`src/rtl/rbdm_pkg.sv`:
```
// ----------------------------------------------------------------------------
// rbdm_pkg
// Shared widths, codes, reset values and window types of the RAW10 demosaic
// ----------------------------------------------------------------------------
`timescale 1ns / 1ps
`default_nettype none

package rbdm_pkg;

  // field widths
  localparam int PIX_W     = 8;
  localparam int DEST_W    = 12;
  localparam int CFG_W     = 13;
  localparam int CFG_IDX_W = 2;
  localparam int PHASE_W   = 3;
  // common width for size compares and coordinate math
  localparam int EXT_W     = 14;

  // input item kinds
  localparam logic KIND_RAW   = 1'b0;
  localparam logic KIND_DRAIN = 1'b1;

  // byte phase of the packed low-bit byte
  localparam logic [PHASE_W-1:0] PHASE_LAST = 3'd4;

  // register indexes
  localparam logic [CFG_IDX_W-1:0] REG_FRAME_WIDTH  = 2'd0;
  localparam logic [CFG_IDX_W-1:0] REG_FRAME_HEIGHT = 2'd1;
  localparam logic [CFG_IDX_W-1:0] REG_PORTRAIT     = 2'd2;

  // register reset values
  localparam logic [CFG_W-1:0] FRAME_WIDTH_RST  = 13'd640;
  localparam logic [CFG_W-1:0] FRAME_HEIGHT_RST = 13'd480;

  // smallest frame size after clamping
  localparam logic [EXT_W-1:0] MIN_DIM = 14'd2;

  typedef logic [PIX_W-1:0] pix_t;
  // one row of three samples: 0 left, 1 centre, 2 right
  typedef pix_t [2:0] row3_t;
  // window: [column oldest..newest][row top, mid, bottom]
  typedef pix_t [2:0][2:0] win_t;

  // neighborhood handed to the interpolator, edges already mirrored
  typedef struct packed {
    row3_t top;
    row3_t mid;
    row3_t bot;
    logic  x_odd;
    logic  y_odd;
  } nbhd_t;

  typedef struct packed {
    pix_t red;
    pix_t green;
    pix_t blue;
  } rgb_t;

endpackage

`default_nettype wire

```
`src/rtl/rbdm_demosaic.sv`:
```
// ----------------------------------------------------------------------------
// rbdm_demosaic
// Bilinear BGGR interpolation of one pixel from its mirrored 3x3 neighborhood
// ----------------------------------------------------------------------------
`timescale 1ns / 1ps
`default_nettype none

module rbdm_demosaic import rbdm_pkg::*; (
  input  wire nbhd_t nb,
  output rgb_t       rgb
);

  logic [PIX_W:0]   sum_h;
  logic [PIX_W:0]   sum_v;
  logic [PIX_W+1:0] sum_d;
  logic [PIX_W:0]   sum_g;
  pix_t             hn;
  pix_t             vn;
  pix_t             di;
  pix_t             g_avg;
  pix_t             ctr;

  // truncating neighbor averages
  assign sum_h = {1'b0, nb.mid[0]} + {1'b0, nb.mid[2]};
  assign sum_v = {1'b0, nb.top[1]} + {1'b0, nb.bot[1]};
  assign sum_d = {2'b00, nb.top[0]} + {2'b00, nb.top[2]}
               + {2'b00, nb.bot[0]} + {2'b00, nb.bot[2]};
  assign hn    = sum_h[PIX_W:1];
  assign vn    = sum_v[PIX_W:1];
  assign di    = sum_d[PIX_W+1:2];
  assign sum_g = {1'b0, vn} + {1'b0, hn};
  assign g_avg = sum_g[PIX_W:1];
  assign ctr   = nb.mid[1];

  // site selection: blue at even/even, red at odd/odd, green elsewhere
  always_comb begin
    if (nb.x_odd ^ nb.y_odd) begin
      rgb.green = ctr;
      if (nb.y_odd) begin
        rgb.red  = hn;
        rgb.blue = vn;
      end else begin
        rgb.red  = vn;
        rgb.blue = hn;
      end
    end else if (nb.y_odd) begin
      rgb.red   = ctr;
      rgb.green = g_avg;
      rgb.blue  = di;
    end else begin
      rgb.blue  = ctr;
      rgb.green = g_avg;
      rgb.red   = di;
    end
  end

endmodule

`default_nettype wire

```
`config.mk`:
```
export PLATFORM = sky130hd
export DESIGN_NAME = rbdm_demosaic
export DESIGN_NICKNAME = d
export VERILOG_FILES = /design/src/rtl/rbdm_pkg.sv /design/src/rtl/rbdm_demosaic.sv
export SDC_FILE = /design/constraint.sdc
export NUM_CORES = 1
export LEC_CHECK = 0
export BUFFER_PORTS_ARGS = -buffer_cell sky130_fd_sc_hd__clkbuf_2
export CAP_MARGIN = 20
export CORE_ASPECT_RATIO = 0.5
export CORE_MARGIN = 3
export CORE_UTILIZATION = 51
export DETAILED_ROUTE_END_ITERATION = 10
export GPL_TIMING_DRIVEN = 0
export PLACE_DENSITY = 0.91
export SLEW_MARGIN = 0
export SYNTH_ARGS = -nofsm -noshare
export SYNTH_HDL_FRONTEND = slang
export SYNTH_SLANG_ARGS = --single-unit
export TNS_END_PERCENT = 50
```
`constraint.sdc`:
```
create_clock -name vclk -period 6.01
set_input_delay 1.202 -clock vclk [all_inputs]
set_output_delay 1.202 -clock vclk [all_outputs]
set_load 0.03 [all_outputs]
```
==> results of run 1 <==
report_power, final:
part / switching, mW / internal (mW) / leakage (nW)
sequential: 0 / 0 / 0
combinational: 0.388 / 0.272 / 1.51
clock: 0 / 0 / 0
total: 0.388 / 0.272 / 1.51
synthesized netlist by cell type, types with 5 or more instances:
cell type  number
a21o_1          7
a21oi_1        15
o21ai_1         5
nor2_1          8
fa_1           19
nor3_1          8
o21ai_0        10
inv_1          54
xnor2_1        18
ha_1           26
nand2_1        15
mux4_2         13
cells in the final DEF (no fill, tap or decap), types with 7 or more instances in the layout:
cell type,n
a21o_1,7
a21oi_1,15
clkbuf_2,98
fa_1,19
ha_1,26
inv_1,54
mux4_2,13
nand2_1,15
nor2_1,8
nor3_1,8
o21ai_0,10
xnor2_1,18
logic make-up (layout without fill, tap and decap cells):
logic type,after synthesis,in the layout
xor+xnor,22,22
mux,19,19
simple gates,56,56
compound gates,62,62
buf+inv,60,157
fa+ha+maj,45,45
cell type report:
| class | instances | area, sq um | area share [%] |
|---|---|---|---|
| Multi-Input combinational cell | 204 | 2030 | 72.2 |
| Timing Repair Buffer | 97 | 485 | 17.3 |
| Tap cell | 54 | 67.6 | 2.40 |
| Buffer | 6 | 26.3 | 0.934 |
| Inverter | 54 | 203 | 7.20 |
metrics by stage:
step / setup slack, ns / cells
floorplan: 0.669 / 264
global placement: 0.548 / 415
detailed placement: 0.419 / 415
CTS: 0.397 / 415
global route: 0.106 / 415
finish: 0.374 / 415
per-layer routing:
layer / vias to the layer above / GRT usage, % / share of wire [%]
met3: 8 / 0.789 / 6.1
met2: 90 / 42.8 / 53
met1: 1049 / 25.7 / 41
li1: 1113 / - / -
met4: 0 / 1.79 / 0.60
met5: - / 0 / 0
final timing paths:
path / start / to / slack [ns] / cells after the start
setup / recovery: nb[4] / rgb[22] / 0.37 / 14
hold / removal: nb[39] / rgb[13] / 2.78 / 4
worst min-delay path, delay by kind of cell:
family | cells | cell delay (ns)
simple gates | 1 | 0.05
buf+inv | 2 | 0.27
compound gates | 1 | 0.06
==> reports/qor.log, run 1 <==
qor: setup_path.start_kind input port
qor: clocking.cts.repair_timing.setup_buffer_count 0
qor: route.finalWirelength 5.66 mm
qor: final_layout.fillerInstances 343
qor: floorplan.design.die.area 5320 sq um
qor: final_layout.area_growth 24.5%
qor: run.max_cap_viol_count 0
qor: power.max-vdd-ir-drop 0.000101 V
qor: route.first_pass_iters 5
qor: route.via_count 2260
qor: logic_synthesis.synth_compound_gate_area_share 20.6%
qor: logic_synthesis.post_synth_main_area_contributors fa_1, ha_1, mux4_2
qor: sta.final.setup.tns 0 ns
qor: setup_path.critical_path.max_fanout 2
qor: sta.final.hold.worst_slack 2.78 ns
qor: sta.report.final.slew_viol_count 0
qor: place.placed_cell_area 2810 sq um
qor: logic_synthesis.synth_xor_xnor_area_share 8.52%
qor: clocking.post_cts.resized_instances 0
qor: route.ant_nets 0
qor: final_layout.final_area 2810 sq um
qor: logic_synthesis.netlist_area 2260 sq um
qor: sta.max_freq 0.177 GHz
qor: logic_synthesis.synth-adder-area-share 31.2%
qor: sta.setup_viol 0
qor: route.first_iter_violations 158
qor: logic_synthesis.combinational_family_with_the_most_area_after_synthesis adder cells
qor: final_layout.antenna_cells_inserted 0
qor: sta.min_period 5.64 ns
qor: final_layout.final_core_utilization 68.9%
qor: setup_path.crit_chain clkbuf_2, inv_1, fa_1, fa_1, inv_1, ha_1, and4b_1, o21ai_0, a21oi_1, o41ai_1, xnor2_1, mux2i_1, mux2i_1, clkbuf_2
qor: setup_path.critPathMaxStageDelay 0.59 ns
qor: power.power.total 660 uW
qor: logic_synthesis.post_synth_num_cell_types 48
qor: final_layout.area.sequential 0 sq um
qor: grt.global_route_wire_length_before_repair 9.16 mm
qor: logic_synthesis.synthCells 264
qor: setup_path.end_kind output pin
qor: logic_synthesis.post-synth-top-area-cell fa_1
qor: power.power.leakage 1.51 nW
qor: min_path.hp-class in -> out
qor: logic_synthesis.syn-mean-instance-area 8.56 sq um
qor: setup_path.path_class in -> out
qor: route.drc 0
qor: floorplan.io-pin-count 98
qor: floorplan.core_area 4080 sq um
qor: floorplan.start_util 55.4%
qor: final_layout.drive_gt1_share 35.7%
qor: logic_synthesis.post_synth_mux_area_share 16.4%
qor: power.power_density 235 nW/um^2
qor: setup_path.cpMaxStageDelayCell fa_1
qor: floorplan.floorplan.die.width 100 um
qor: grt.overall_track_demand_over_capacity_in_global_routing 20.9%
qor: route.via_per_inst 5.45
qor: clocking.postCtsHoldBufs 0
qor: setup_path.critPathTopFamily adder cells
qor: logic_synthesis.post-synth-top-area-fraction 16.8%
qor: place.dpl.hpwl 5.10 mm
qor: outcome.outcome completed
qor: logic_synthesis.ys_warn_count 0
qor: grt.vias_in_the_first_global_route 2173
qor: setup_path.cp.buffers_inverters 4
qor: grt.antenna_found_initial 0
qor: place.gp_congestion 0.853
qor: place.number_of_i_o_port_buffers 97
qor: sta.period_share 93.8%
qor: sta.setup_repair_after_global_routing_missed_its_margin no
qor: floorplan.chipHeight 53.1 um
qor: final_layout.numSequentialCells 0
qor: logic_synthesis.syn_nets 383
qor: grt.maximum_number_of_pins_on_one_net_before_global_route_repair 11
qor: floorplan.rows 16
qor: sta.max_slew_margin 46.0%
qor: setup_path.required 4.81 ns
qor: route.routedWlPerCell 13.6 um
qor: logic_synthesis.synth-simple-area-share 13.1%
qor: sta.finalHoldViolCount 0
qor: final_layout.finish.net_count 482
qor: grt.grt_overflow 0
qor: final_layout.clkbuf_count 0
qor: logic_synthesis.synth_sequential_area_ratio 0%
qor: setup_path.crit_path_dat 4.43 ns
qor: sta.worst_pin_slew 0.808 ns
Note: power is estimated with default switching activity, not from simulation.
==> inputs of run 2 (changes only) <==
--- a/config.mk
+++ b/config.mk
@@ -9,10 +9,10 @@
 export CAP_MARGIN = 20
 export CORE_ASPECT_RATIO = 0.5
 export CORE_MARGIN = 3
-export CORE_UTILIZATION = 51
+export CORE_UTILIZATION = 30
 export DETAILED_ROUTE_END_ITERATION = 10
 export GPL_TIMING_DRIVEN = 0
-export PLACE_DENSITY = 0.91
+export PLACE_DENSITY = 0.61
 export SLEW_MARGIN = 0
 export SYNTH_ARGS = -nofsm -noshare
 export SYNTH_HDL_FRONTEND = slang
==> run 2 against run 1 <==
- non-clock buffer count did not move
- sequential cell count did not move
- setup slack improved by 0.067 ns
- routed wire length fell by 5.2%
- hold slack improved by 0.0044 ns
- global-route usage fell by 8.8 points
- largest power group unchanged
- critical endpoint is now rgb[6]
==> reports/qor.log, run 2 (same netlist as run 1, synthesis figures left out) <==
qor: power.max-vdd-ir-drop 0.0000729 V [-28%]
qor: route.first_pass_iters 4 [-1]
qor: final_layout.numSequentialCells 0 [unchanged]
qor: clocking.cts.repair_timing.setup_buffer_count 0 [unchanged]
qor: outcome.outcome completed
qor: clocking.post_cts.resized_instances 0 [unchanged]
qor: power.power.leakage 1.51 nW [unchanged]
qor: floorplan.rows 21 [+5]
qor: grt.grt_overflow 0 [unchanged]
qor: setup_path.critPathMaxStageDelay 0.58 ns [about the same]
qor: grt.global_route_wire_length_before_repair 8.77 mm [-4.3%]
qor: run.max_cap_viol_count 0 [unchanged]
qor: floorplan.core_area 6990 sq um [+71%]
qor: grt.vias_in_the_first_global_route 1965 [-9.6%]
qor: final_layout.antenna_cells_inserted 0 [unchanged]
qor: place.gp_congestion 0.801 [-6.1%]
qor: place.number_of_i_o_port_buffers 97 [unchanged]
qor: floorplan.design.die.area 8680 sq um [+63%]
qor: route.drc 0 [unchanged]
qor: sta.setup_viol 0 [unchanged]
qor: floorplan.start_util 32.3% [-23 points]
qor: power.power_density 228 nW/um^2 [-2.7%]
qor: grt.maximum_number_of_pins_on_one_net_before_global_route_repair 11 [unchanged]
qor: setup_path.start_kind input port
qor: sta.max_freq 0.180 GHz [+1.2%]
qor: grt.overall_track_demand_over_capacity_in_global_routing 12.1% [-8.8 points]
qor: sta.worst_pin_slew 0.766 ns [-0.0412 ns]
qor: place.post-place-cells 453 [+9.2%]
qor: route.via_count 2124 [-6.0%]
qor: final_layout.drive_gt1_share 35.7% [unchanged]
qor: setup_path.end_kind output pin
qor: setup_path.path_class in -> out
qor: floorplan.floorplan.die.width 129 um [+29%]
qor: sta.final.setup.tns 0 ns [unchanged]
qor: floorplan.chipHeight 67.4 um [+27%]
qor: final_layout.finish.net_count 482 [unchanged]
qor: setup_path.cpMaxStageDelayCell fa_1
qor: sta.max_slew_margin 48.7% [+2.8 points]
qor: sta.setup_repair_after_global_routing_missed_its_margin no
qor: final_layout.final_area 2860 sq um [+1.7%]
qor: route.first_iter_violations 92 [-42%]
qor: route.finalWirelength 5.37 mm [-5.2%]
qor: final_layout.area.sequential 0 sq um [unchanged]
qor: route.ant_nets 0 [unchanged]
qor: setup_path.critical_path.max_fanout 2 [unchanged]
qor: place.placed_cell_area 2860 sq um [+1.7%]
qor: power.power.total 653 uW [-1.0%]
qor: sta.finalHoldViolCount 0 [unchanged]
qor: place.dpl.hpwl 5.03 mm [-1.3%]
qor: final_layout.layoutNonFillerInstCount 453 [+9.2%]
qor: min_path.hp-class in -> out
qor: grt.antenna_found_initial 0 [unchanged]
qor: sta.final.hold.worst_slack 2.79 ns [+0.00442 ns]
qor: floorplan.io-pin-count 98 [unchanged]
qor: sta.period_share 92.7% [-1.1 points]
qor: sta.min_period 5.57 ns [-0.0668 ns]
qor: final_layout.final_common_cell clkbuf_2
qor: final_layout.layout_common_cells clkbuf_2, inv_1, ha_1
qor: final_layout.clkbuf_count 0 [unchanged]
qor: clocking.postCtsHoldBufs 0 [unchanged]
qor: route.via_per_inst 4.69 [-14%]
qor: setup_path.crit_chain clkbuf_2, inv_1, fa_1, fa_1, inv_1, ha_1, and4b_1, o21ai_0, a21oi_1, o41ai_1, xnor2_1, mux2i_1, a21oi_1, clkbuf_2
qor: setup_path.required 4.81 ns [about the same]
qor: route.routedWlPerCell 11.8 um [-13%]
qor: final_layout.area_growth 26.6%
qor: setup_path.crit_path_dat 4.37 ns [-0.06 ns]
qor: sta.report.final.slew_viol_count 0 [unchanged]
-- run 2: cell counts in the layout (fill, tap and decap cells not counted) --
No cell type changed its count.
-- run 2: layout make-up --
class,instances,area [sq um]
Timing Repair Buffer,97,485
Inverter,54,203
Multi-Input combinational cell,204,2030
Fill cell,714,4130
Tap cell,92,115
Buffer,6,26.3
-- run 2: final timing paths --
path                  endpoint  slack, ns  cells after the start   start
worst min-delay path   rgb[13]       2.79                      4  nb[39]
worst max-delay path    rgb[6]       0.44                     14   nb[4]
-- run 2: critical path, delay by kind of cell --
kind                     cells  cell delay [ns]
buffers and inverters        4             0.41
adder cells (fa/ha/maj)      3             1.36
AND/OR/NAND/NOR              1             0.19
XOR/XNOR                     1             0.21
AO/OA/AOI/OAI                4             0.89
multiplexers                 1             0.11
-- run 2: power by group --
group / internal (mW) / total (mW) / switching (mW) / leakage (nW)
Clock: 0 / 0 / 0 / 0
Combinational: 0.272 / 0.653 / 0.382 / 1.51
Sequential: 0 / 0 / 0 / 0
-- run 2: routing by layer --
layer / share of wire, % / GRT usage [%] / up-vias
met1: 48 / 17.3 / 969
met5: 0 / 0 / -
met2: 49 / 21.9 / 41
met3: 3.0 / 0.316 / 2
met4: 0.32 / 0.393 / 0
li1: - / - / 1112
-- run 2: through the flow --
stage          utilization (%)  setup WS [ns]
2_1_floorplan                -          0.669
3_3_place_gp              40.9          0.453
3_5_place_dp              40.9          0.463
4_1_cts                   40.9          0.420
5_1_grt                   40.9          0.241
6_report                  40.9          0.440
